File: src/sv/pfc_pkg.sv
// Shared constants and letter maps for the period-five letter cipher.
package pfc_pkg;

  localparam int unsigned LETTERS = 26;
  localparam logic [7:0] CODE_A = 8'd65;
  localparam logic [7:0] CODE_Z = 8'd90;

  // Phase codes of the five-step key schedule.
  localparam logic [2:0] PH_SUB_0   = 3'd0;
  localparam logic [2:0] PH_SHIFT_1 = 3'd1;
  localparam logic [2:0] PH_SUB_2   = 3'd2;
  localparam logic [2:0] PH_SHIFT_3 = 3'd3;
  localparam logic [2:0] PH_SHIFT_4 = 3'd4;

  // Forward shift amounts, and their inverses modulo 26.
  localparam logic [4:0] SHIFT_FWD_A = 5'd5;
  localparam logic [4:0] SHIFT_INV_A = 5'd21;
  localparam logic [4:0] SHIFT_FWD_B = 5'd23;
  localparam logic [4:0] SHIFT_INV_B = 5'd3;

  typedef logic [4:0] letter_t;

  localparam letter_t FWD_SUB [LETTERS] = '{
    5'd3,  5'd10, 5'd21, 5'd16, 5'd5,  5'd8,  5'd1,  5'd9,  5'd22, 5'd15, 5'd4,  5'd18, 5'd2,
    5'd23, 5'd7,  5'd19, 5'd12, 5'd24, 5'd0,  5'd20, 5'd14, 5'd11, 5'd17, 5'd6,  5'd25, 5'd13
  };

  localparam letter_t INV_SUB [LETTERS] = '{
    5'd18, 5'd6,  5'd12, 5'd0,  5'd10, 5'd4,  5'd23, 5'd14, 5'd5,  5'd7,  5'd1,  5'd21, 5'd16,
    5'd25, 5'd20, 5'd9,  5'd3,  5'd22, 5'd11, 5'd15, 5'd19, 5'd2,  5'd8,  5'd13, 5'd17, 5'd24
  };

  // Substitution lookup; indexes past Z never reach the output.
  function automatic letter_t sub_lookup(input letter_t idx, input logic inverse);
    letter_t r;
    r = '0;
    if (32'(idx) < LETTERS) begin
      r = inverse ? INV_SUB[idx] : FWD_SUB[idx];
    end
    return r;
  endfunction

  // Add two letter indexes modulo 26; both are below 26.
  function automatic letter_t shift_mod(input letter_t idx, input letter_t amt);
    logic [5:0] sum;
    letter_t r;
    sum = {1'b0, idx} + {1'b0, amt};
    if (sum >= 6'(LETTERS)) begin
      sum = sum - 6'(LETTERS);
    end
    r = sum[4:0];
    return r;
  endfunction

endpackage

File: src/sv/pfc_xform.sv
// Per-byte letter transform selected by phase and mode.
module pfc_xform (
  input  logic [7:0] in_byte,
  input  logic [2:0] phase,
  input  logic       decrypt_mode,
  output logic [7:0] out_byte,
  output logic       not_letter
);

  logic            is_letter;
  pfc_pkg::letter_t idx;
  pfc_pkg::letter_t res;

  assign is_letter = (in_byte >= pfc_pkg::CODE_A) && (in_byte <= pfc_pkg::CODE_Z);
  assign idx       = 5'(in_byte - pfc_pkg::CODE_A);

  always_comb begin
    unique case (phase)
      pfc_pkg::PH_SUB_0,
      pfc_pkg::PH_SUB_2:   res = pfc_pkg::sub_lookup(idx, decrypt_mode);
      pfc_pkg::PH_SHIFT_1,
      pfc_pkg::PH_SHIFT_4: res = pfc_pkg::shift_mod(idx, decrypt_mode ?
                                   pfc_pkg::SHIFT_INV_A : pfc_pkg::SHIFT_FWD_A);
      pfc_pkg::PH_SHIFT_3: res = pfc_pkg::shift_mod(idx, decrypt_mode ?
                                   pfc_pkg::SHIFT_INV_B : pfc_pkg::SHIFT_FWD_B);
      default:             res = idx;
    endcase
  end

  assign out_byte   = is_letter ? (pfc_pkg::CODE_A + 8'(res)) : in_byte;
  assign not_letter = ~is_letter;

endmodule

File: src/sv/period_five_letter_cipher.sv
// Top level of the period-five letter cipher: input stage, phase counter, result stage.
//
//   channel  | direction | payload
//   s_axis   | in        | tdata = in_byte[7:0], tuser = start_of_message
//   m_axis   | out       | tdata = out_byte[7:0], tuser = not_letter
//   cfg      | in        | cfg_data = decrypt_mode
//
// One byte is accepted per cycle unless m_axis stalls; it is registered in the input stage, then the result stage.
// The phase is taken when the byte is accepted, so back-to-back bytes need no gap between them.
// Reset clears the phase, the mode and both valid flags; the cipher is ready at once.
// A stall on m_axis fills the input stage, then drops s_axis_tready.
// cfg_ready is always high; the mode should change only while the pipeline is empty.
module period_five_letter_cipher (
  input  logic       clk,
  input  logic       rst,
  input  logic       s_axis_tvalid,
  output logic       s_axis_tready,
  input  logic [7:0] s_axis_tdata,   // [7:0] in_byte
  input  logic       s_axis_tuser,   // [0] start_of_message
  output logic       m_axis_tvalid,
  input  logic       m_axis_tready,
  output logic [7:0] m_axis_tdata,   // [7:0] out_byte
  output logic       m_axis_tuser,   // [0] not_letter
  input  logic       cfg_valid,
  output logic       cfg_ready,
  input  logic       cfg_data
);

  logic       decrypt_mode;
  logic [2:0] phase;
  logic [2:0] item_phase;
  logic [2:0] phase_next;

  logic       s1_valid;
  logic [7:0] s1_byte;
  logic [2:0] s1_phase;
  logic       s1_move;
  logic       in_fire;

  logic [7:0] xf_byte;
  logic       xf_not_letter;

  assign cfg_ready     = 1'b1;
  assign s1_move       = ~m_axis_tvalid | m_axis_tready;
  assign s_axis_tready = ~s1_valid | s1_move;
  assign in_fire       = s_axis_tvalid & s_axis_tready;

  assign item_phase = s_axis_tuser ? pfc_pkg::PH_SUB_0 : phase;
  assign phase_next = (item_phase >= pfc_pkg::PH_SHIFT_4) ? pfc_pkg::PH_SUB_0
                                                           : item_phase + 3'd1;

  always_ff @(posedge clk) begin
    if (rst) begin
      decrypt_mode <= 1'b0;
    end else if (cfg_valid && cfg_ready) begin
      decrypt_mode <= cfg_data;
    end
  end

  always_ff @(posedge clk) begin
    if (rst) begin
      phase    <= pfc_pkg::PH_SUB_0;
      s1_valid <= 1'b0;
    end else begin
      if (in_fire) begin
        phase <= phase_next;
      end
      if (s_axis_tready) begin
        s1_valid <= s_axis_tvalid;
      end
    end
  end

  always_ff @(posedge clk) begin
    if (in_fire) begin
      s1_byte  <= s_axis_tdata;
      s1_phase <= item_phase;
    end
  end

  pfc_xform u_xform (
    .in_byte      (s1_byte),
    .phase        (s1_phase),
    .decrypt_mode (decrypt_mode),
    .out_byte     (xf_byte),
    .not_letter   (xf_not_letter)
  );

  always_ff @(posedge clk) begin
    if (rst) begin
      m_axis_tvalid <= 1'b0;
    end else if (s1_move) begin
      m_axis_tvalid <= s1_valid;
    end
  end

  always_ff @(posedge clk) begin
    if (s1_move && s1_valid) begin
      m_axis_tdata <= xf_byte;
      m_axis_tuser <= xf_not_letter;
    end
  end

  // The phase counter never leaves its five codes.
  a_phase_range: assert property (@(posedge clk) disable iff (rst)
    phase <= pfc_pkg::PH_SHIFT_4)
    else $error("phase counter out of range");

  // A byte that opens a message runs at phase zero, so the next one sees phase one.
  a_start_phase: assert property (@(posedge clk) disable iff (rst)
    in_fire && s_axis_tuser |=> phase == pfc_pkg::PH_SHIFT_1)
    else $error("start of message did not restart the phase");

  // A held input stage keeps its item until the result register frees up.
  a_stage_hold: assert property (@(posedge clk) disable iff (rst)
    s1_valid && !s1_move |=> s1_valid && $stable(s1_byte) && $stable(s1_phase))
    else $error("input stage lost an item under stall");

  // A letter always comes out as a letter.
  a_letter_out: assert property (@(posedge clk) disable iff (rst)
    m_axis_tvalid && !m_axis_tuser |->
      (m_axis_tdata >= pfc_pkg::CODE_A) && (m_axis_tdata <= pfc_pkg::CODE_Z))
    else $error("letter result out of A to Z");

endmodule
File: config.mk
export PLATFORM = sky130hd
export DESIGN_NAME = period_five_letter_cipher
export DESIGN_NICKNAME = d
export VERILOG_FILES = /design/src/sv/pfc_pkg.sv /design/src/sv/pfc_xform.sv /design/src/sv/period_five_letter_cipher.sv
export SDC_FILE = /design/constraint.sdc
export NUM_CORES = 1
export LEC_CHECK = 0
export BUFFER_PORTS_ARGS = -buffer_cell sky130_fd_sc_hd__buf_2
export CORE_ASPECT_RATIO = 1.2
export CORE_MARGIN = 1
export CORE_UTILIZATION = 50
export DETAILED_ROUTE_END_ITERATION = 8
export MAX_ROUTING_LAYER = met4
export PLACE_DENSITY = 0.65
export RECOVER_POWER = 25
export SLEW_MARGIN = 20
export SYNTH_ARGS = -nofsm -noshare
export SYNTH_HDL_FRONTEND = slang
export SYNTH_SLANG_ARGS = --single-unit
export TNS_END_PERCENT = 20
File: constraint.sdc
create_clock -name clk -period 5.9 [get_ports clk]
set_input_delay 0.885 -clock clk [delete_from_list [all_inputs] [get_ports clk]]
set_output_delay 0.885 -clock clk [all_outputs]
set_load 0.005 [all_outputs]
* Word level (Yosys, flattened, before mapping)
Memory sizes are Yosys's and may differ from the RTL's.
Cells that the tools add are included.
** Cells by class
- $lt $le $gt $ge :: 7
- Reduce and logical (&&, ||, !) cells :: 5
- Bitwise operators :: 7
- Add/sub/neg operators :: 7
- Equality and inequality tests :: 4
- Mux-type cells :: 14
** Operators by type and width (number)
- 2-to-1 mux 5 bit :: 10
- case mux 5 bit (3 select lines) :: 1
- adder 5 x 5 -> 6 bit :: 2
- greater-or-equal comparator 6 x 5 -> 1 bit, second input constant :: 2
- subtractor 5 bit, second input constant :: 2
- adder 7 x 5 -> 8 bit, first input constant :: 1
- greater-or-equal comparator 8 x 7 -> 1 bit, second input constant :: 1
- <= comparator 8 x 7 -> 1 bit, second input constant :: 1
- 2-to-1 mux 8 bit :: 1
- == test 3 x 2 -> 1 bit, second input constant :: 2
- greater-or-equal comparator 6 bit, second input constant :: 1
- 2-to-1 mux 3 bit :: 2
- inverter 5 -> 6 bit :: 1
- < comparator 5 bit, second input constant :: 1
- subtractor 5 x 1 -> 5 bit, second input constant :: 1
- OR reduction 2 bit :: 2
- adder 3 x 1 -> 3 bit, second input constant :: 1
- == test 3 x 1 -> 1 bit, second input constant :: 1
- == test 3 bit, second input constant :: 1
- greater-or-equal comparator 3 bit, second input constant :: 1
- zero test 3 bit :: 1
- inverter 1 bit :: 3
- logical AND 1 bit :: 2
- bitwise OR 1 bit :: 2
- bitwise AND 1 bit :: 1
** Storage, ports and cells
- Logic and storage cells :: 54
- Bits of input ports :: 15
- Output and inout port bits :: 12
- Register bits :: 26
- ROM bits :: 320
- Memories :: 2
** Memory list
- (name not given) :: words 32, width 5, read ports 1, clocked after memory_dff 0, wr ports 0, line pfc_pkg.sv:38 : r = inverse ? INV_SUB[idx] : FWD_SUB[idx];
- (name not given) :: words 32, width 5, read ports 1, clocked after memory_dff 0, wr ports 0, line pfc_pkg.sv:38

* Longest topological paths before layout
- Word-level depth :: 10
- Gate-level depth with buffers :: 18
- Depth with buffers taken out :: 15

* Hierarchy
From an unflattened synthesis, not the netlist that was laid out.
** Unflattened totals
- Cells, all modules :: 392
- Area, all modules :: 3131.8 µm²
** Modules (own cells, without submodules)
- pfc_xform :: cells each 338, area each 2247.2 µm², times used 1, sequential area each 0.0 µm²
- period_five_letter_cipher :: cells each 54, area each 884.6 µm², times used 1, sequential area each 720.7 µm²

* Least setup slack after synthesis
OpenSTA, ideal clock, no wires.
- Kind :: register -> register
- Start point :: register s1_byte[0]
- End point :: register m_axis_tdata[3] (data pin)
- Data required time :: 5.640 ns
- Path buffers :: 3
- Setup time :: 0.260 ns
- Data arrival time :: 4.030 ns
- Clock period less this slack :: 4.289 ns
- Setup slack :: 1.611 ns
- Cell stages (with the launch flop) :: 18
- Path through :: edfxtp_1 > buf_2 > buf_2 > inv_1 > ha_1 > buf_2 > xnor2_1 > inv_1 > ha_1 > nor4b_1 > nor2_1 > a41oi_2 > a211oi_1 > a211oi_1 > nand3_1 > and3_1 > xor2_1 > mux2_2
** On the way
- Longest elaborated chain between the ends :: 10
- Elaborated cells between the ends (all ways) :: 25
- Those cells by class :: 6 x add/sub; 5 x order compare; 10 x mux; 1 x bitwise; 1 x reduce/logical; 2 x memory
** RTL lines
- start, declared :: line period_five_letter_cipher.sv:35 : logic [7:0] s1_byte;
- start signal, assigned :: line period_five_letter_cipher.sv:76 : s1_byte <= s_axis_tdata;
- branches (longest 9 deep; another with adder 7 x 5 -> 8 bit)
- 2-to-1 mux 8 bit (*) :: line pfc_xform.sv:30 : assign out_byte = is_letter ? (pfc_pkg::CODE_A + 8'(res)) : in_byte;
- net u_xform.out_byte[3] :: line pfc_xform.sv:6 : output logic [7:0] out_byte,
- end signal, assigned :: line period_five_letter_cipher.sv:99 : m_axis_tdata <= xf_byte;
- end, declared :: line period_five_letter_cipher.sv:22 : output logic [7:0] m_axis_tdata,
Mark *: on every way through the listed nets, which the timed path passes. The select of a mux whose other input is x is not followed.
A chain may end at the register's enable or synchronous reset.

* Worst setup path after layout
- Start point :: register s1_byte[1]
- End point :: register m_axis_tdata[3] (data pin)
Same word-level chain as after synthesis.

==> reports/results.ini <==
[synthesis]
yosysTopAreaCell=edfxtp_1
yosysSeqAreaShare=0.258
synthTopCellsByArea=edfxtp_1 (22%), ha_1 (6.7%), dfxtp_1 (4.3%), nor2_1 (3.8%), o21ai_0 (3.8%)
synth_cell_types=78
synth_ff_type=edfxtp_1
ys_seq_elements=26
syn_avg_cell_area_sq_um=8.43
syn-cell-area_sq_mm=0.00279
synth_nets=361
yosysWarnings=0
synth_edf_count=20
synth_top_area_frac=0.215
async_flop_share=0
syn_inst=331

[clock_tree]
clockBufferDepth=2
post_cts_buffers=0
clk_latency_ns=0.26
post_cts_resized=0
cts-root-buf=clkbuf_8
clock-sinks=26
path_clk_slew_ns=0.08
cts_tree=done
ctsHoldBuffers=0
htreeDepth=1
cts_inserted_buffers=3

[routing]
vias=2552
drt-pass1-iter-count=6
top_layer=met4
wl_mm=7.04
drtIter0Drc=280
m1WireLength_mm=3.13
wl_per_cell_um=17.7
ant_nets=0
drc=0
wl_met2_mm=3.38
route.met3.wl_um=321
via_per_inst=6.40

[critical_path]
path_class=reg2reg
cp-start-kind=register
worstPathArrival_ns=4.87
r2r-start=s1_byte[1]
crit_start=s1_byte[1]
r2r_slack_ns=1.05
endpoint_kind=register
required_ns=5.92
cp_max_fo=22

[place]
placedCellCount=395
hpwl_mm=5.17
portBuffers=25
dpl_worst_slack_ns=1.15
place.gp.congestion=0.958

[timing]
period_share=0.823
setup_viol=0
slew-limit-headroom=0.522
slew_viol_final=0
min_period_ns=4.85
hold_viol=0
skew_ns=0.00273
setup_tns_ns=0
worstMarginPinSlew_ns=0.715
setup_ws_ns=1.05
clock.fmax_mhz=206
rsz0062_at_grt=false

[outcome]
outcome=finished clean

[run]
maxCapViolCount=0

[layout]
n_antenna_cell=0
drive_gt1_frac=0.172
fillers=491
fin_cells=399
area_delta_synth_final_pct=5.16
post-route-util=0.550
nets=368

[floorplanning]
start_util=0.523
die-height_um=83.8
row_count=29
die_area_sq_mm=0.00588
ios=27
core_area_sq_mm=0.00533
die_w_um=70.2

[min_path]
min_from=phase[1]
holdCritPathClass=reg2reg

[grt]
gr-usage-all-layers=0.252
grt_pass1_vias=2331
grt_pass1_wl_mm=11.6
antenna_found_initial=0
grt_max_degree=35
overflow=0

[power_and_ir_drop]
p_per_area_mw_per_mm2=182
peakVddDrop_mv=0.197
p_leak_nw=1.12

==> cell usage in the layout, fill, tap and decap left out, types with 3 or more instances in the layout <==
master / synthesis / layout
nand2_1: 17 / 17
a21o_1: 3 / 3
a21boi_0: 3 / 3
a21oi_1: 20 / 20
nor2b_1: 12 / 12
clkbuf_8: 0 / 3
mux2_2: 4 / 4
nor3_1: 12 / 12
buf_2: 10 / 24
o211ai_1: 7 / 7
xnor2_1: 5 / 5
a221oi_1: 3 / 3
o21ai_0: 21 / 21
o21a_1: 4 / 4
a211oi_1: 8 / 8
nand3b_1: 3 / 3
buf_4: 3 / 4
nand4b_1: 3 / 3
xor2_1: 9 / 9
edfxtp_1: 20 / 20
o22ai_1: 4 / 4
inv_1: 14 / 14
nand2b_1: 6 / 6
ha_1: 15 / 15
mux2i_1: 6 / 6
nand3_1: 8 / 8
nor2_1: 28 / 28
dfxtp_1: 6 / 6
nor4b_1: 4 / 4
==> stage by stage <==
step	instance area [sq um]	hold slack, ns	power, W
after floorplan	2790	0.421	0.000389
after global placement	2890	0.436	0.000434
after detailed placement	2890	0.443	0.000435
after CTS	2940	0.459	0.000532
after global routing	2930	0.489	0.000565
final	2930	0.456	0.000533
==> cell type report <==
| type | count | area (sq um) | area share |
|---|---|---|---|
| Clock buffer | 4 | 45.0 | 0.0154 |
| Inverter | 16 | 60.1 | 0.0205 |
| Multi-Input combinational cell | 262 | 1880 | 0.640 |
| Sequential cell | 26 | 721 | 0.246 |
| Tap cell | 62 | 77.6 | 0.0264 |
| Timing Repair Buffer | 29 | 154 | 0.0525 |
==> flip-flops by register name, indices dropped and copies added, names as in the netlist <==
name and flops:
s1_phase 3, m_axis_tvalid 1, decrypt_mode 1, m_axis_tuser 1
m_axis_tdata 8, s1_byte 8, s1_valid 1, phase 3
==> worst max-delay path: stages, from the launching register on <==
cell	delay, ns
edfxtp_1	0.81
inv_1	0.22
ha_1	0.39
xnor2_1	0.46
inv_1	0.19
ha_1	0.44
nor4b_1	0.37
nor2_1	0.10
a41oi_2	0.35
a211oi_1	0.12
a211oi_1	0.27
nand3_1	0.19
and3_1	0.27
xor2_1	0.16
mux2_2	0.27
==> where the power goes <==
part           internal (W)  leakage, nW  switching, W
clock             0.0000482       0.0228     0.0000495
combinational     0.0000870        0.855      0.000129
sequential         0.000208        0.241     0.0000116
==> logic make-up (layout without fill, tap and decap cells) <==
logic type / Yosys count / count (layout) / synth area share
AOI/OAI and AO/OA: 111 / 111 / 0.303
xor gates and xnor gates: 15 / 15 / 0.0498
adders and majority gates: 15 / 15 / 0.0673
buffers and inverters: 43 / 49 / 0.0691
DFF: 26 / 26 / 0.258
muxes: 10 / 10 / 0.0377
other: 1 / 1 / 0.00134
and+or+nand+nor: 110 / 110 / 0.213
==> synth_stat cells, drive strengths merged (5+ instances only) <==
library cell  count
a221oi            5
mux2i             6
edfxtp           20
ha               15
nor3             12
nand3             8
nand2            18
xor2              9
nor2b            12
dfxtp             6
nor2             28
o211ai            7
o21ai            23
inv              15
xnor2             6
buf              15
clkbuf           12
a211oi            8
a21oi            20
nand2b            6
==> per-layer routing <==
layer / vias to the layer above / global-route usage
met4: 0 / 0.0982
met5: - / -
met3: 21 / 0.0229
li1: 1259 / -
met1: 1161 / 0.324
met2: 111 / 0.409
==> worst paths after layout <==
path / endpoint / depth (start not counted)
setup / recovery: m_axis_tdata[3] / 14
hold reg to reg: phase[1] / 2
hold / removal: phase[1] / 2
setup reg to reg: m_axis_tdata[3] / 14
No activity file was read; power rests on OpenSTA's default activity.
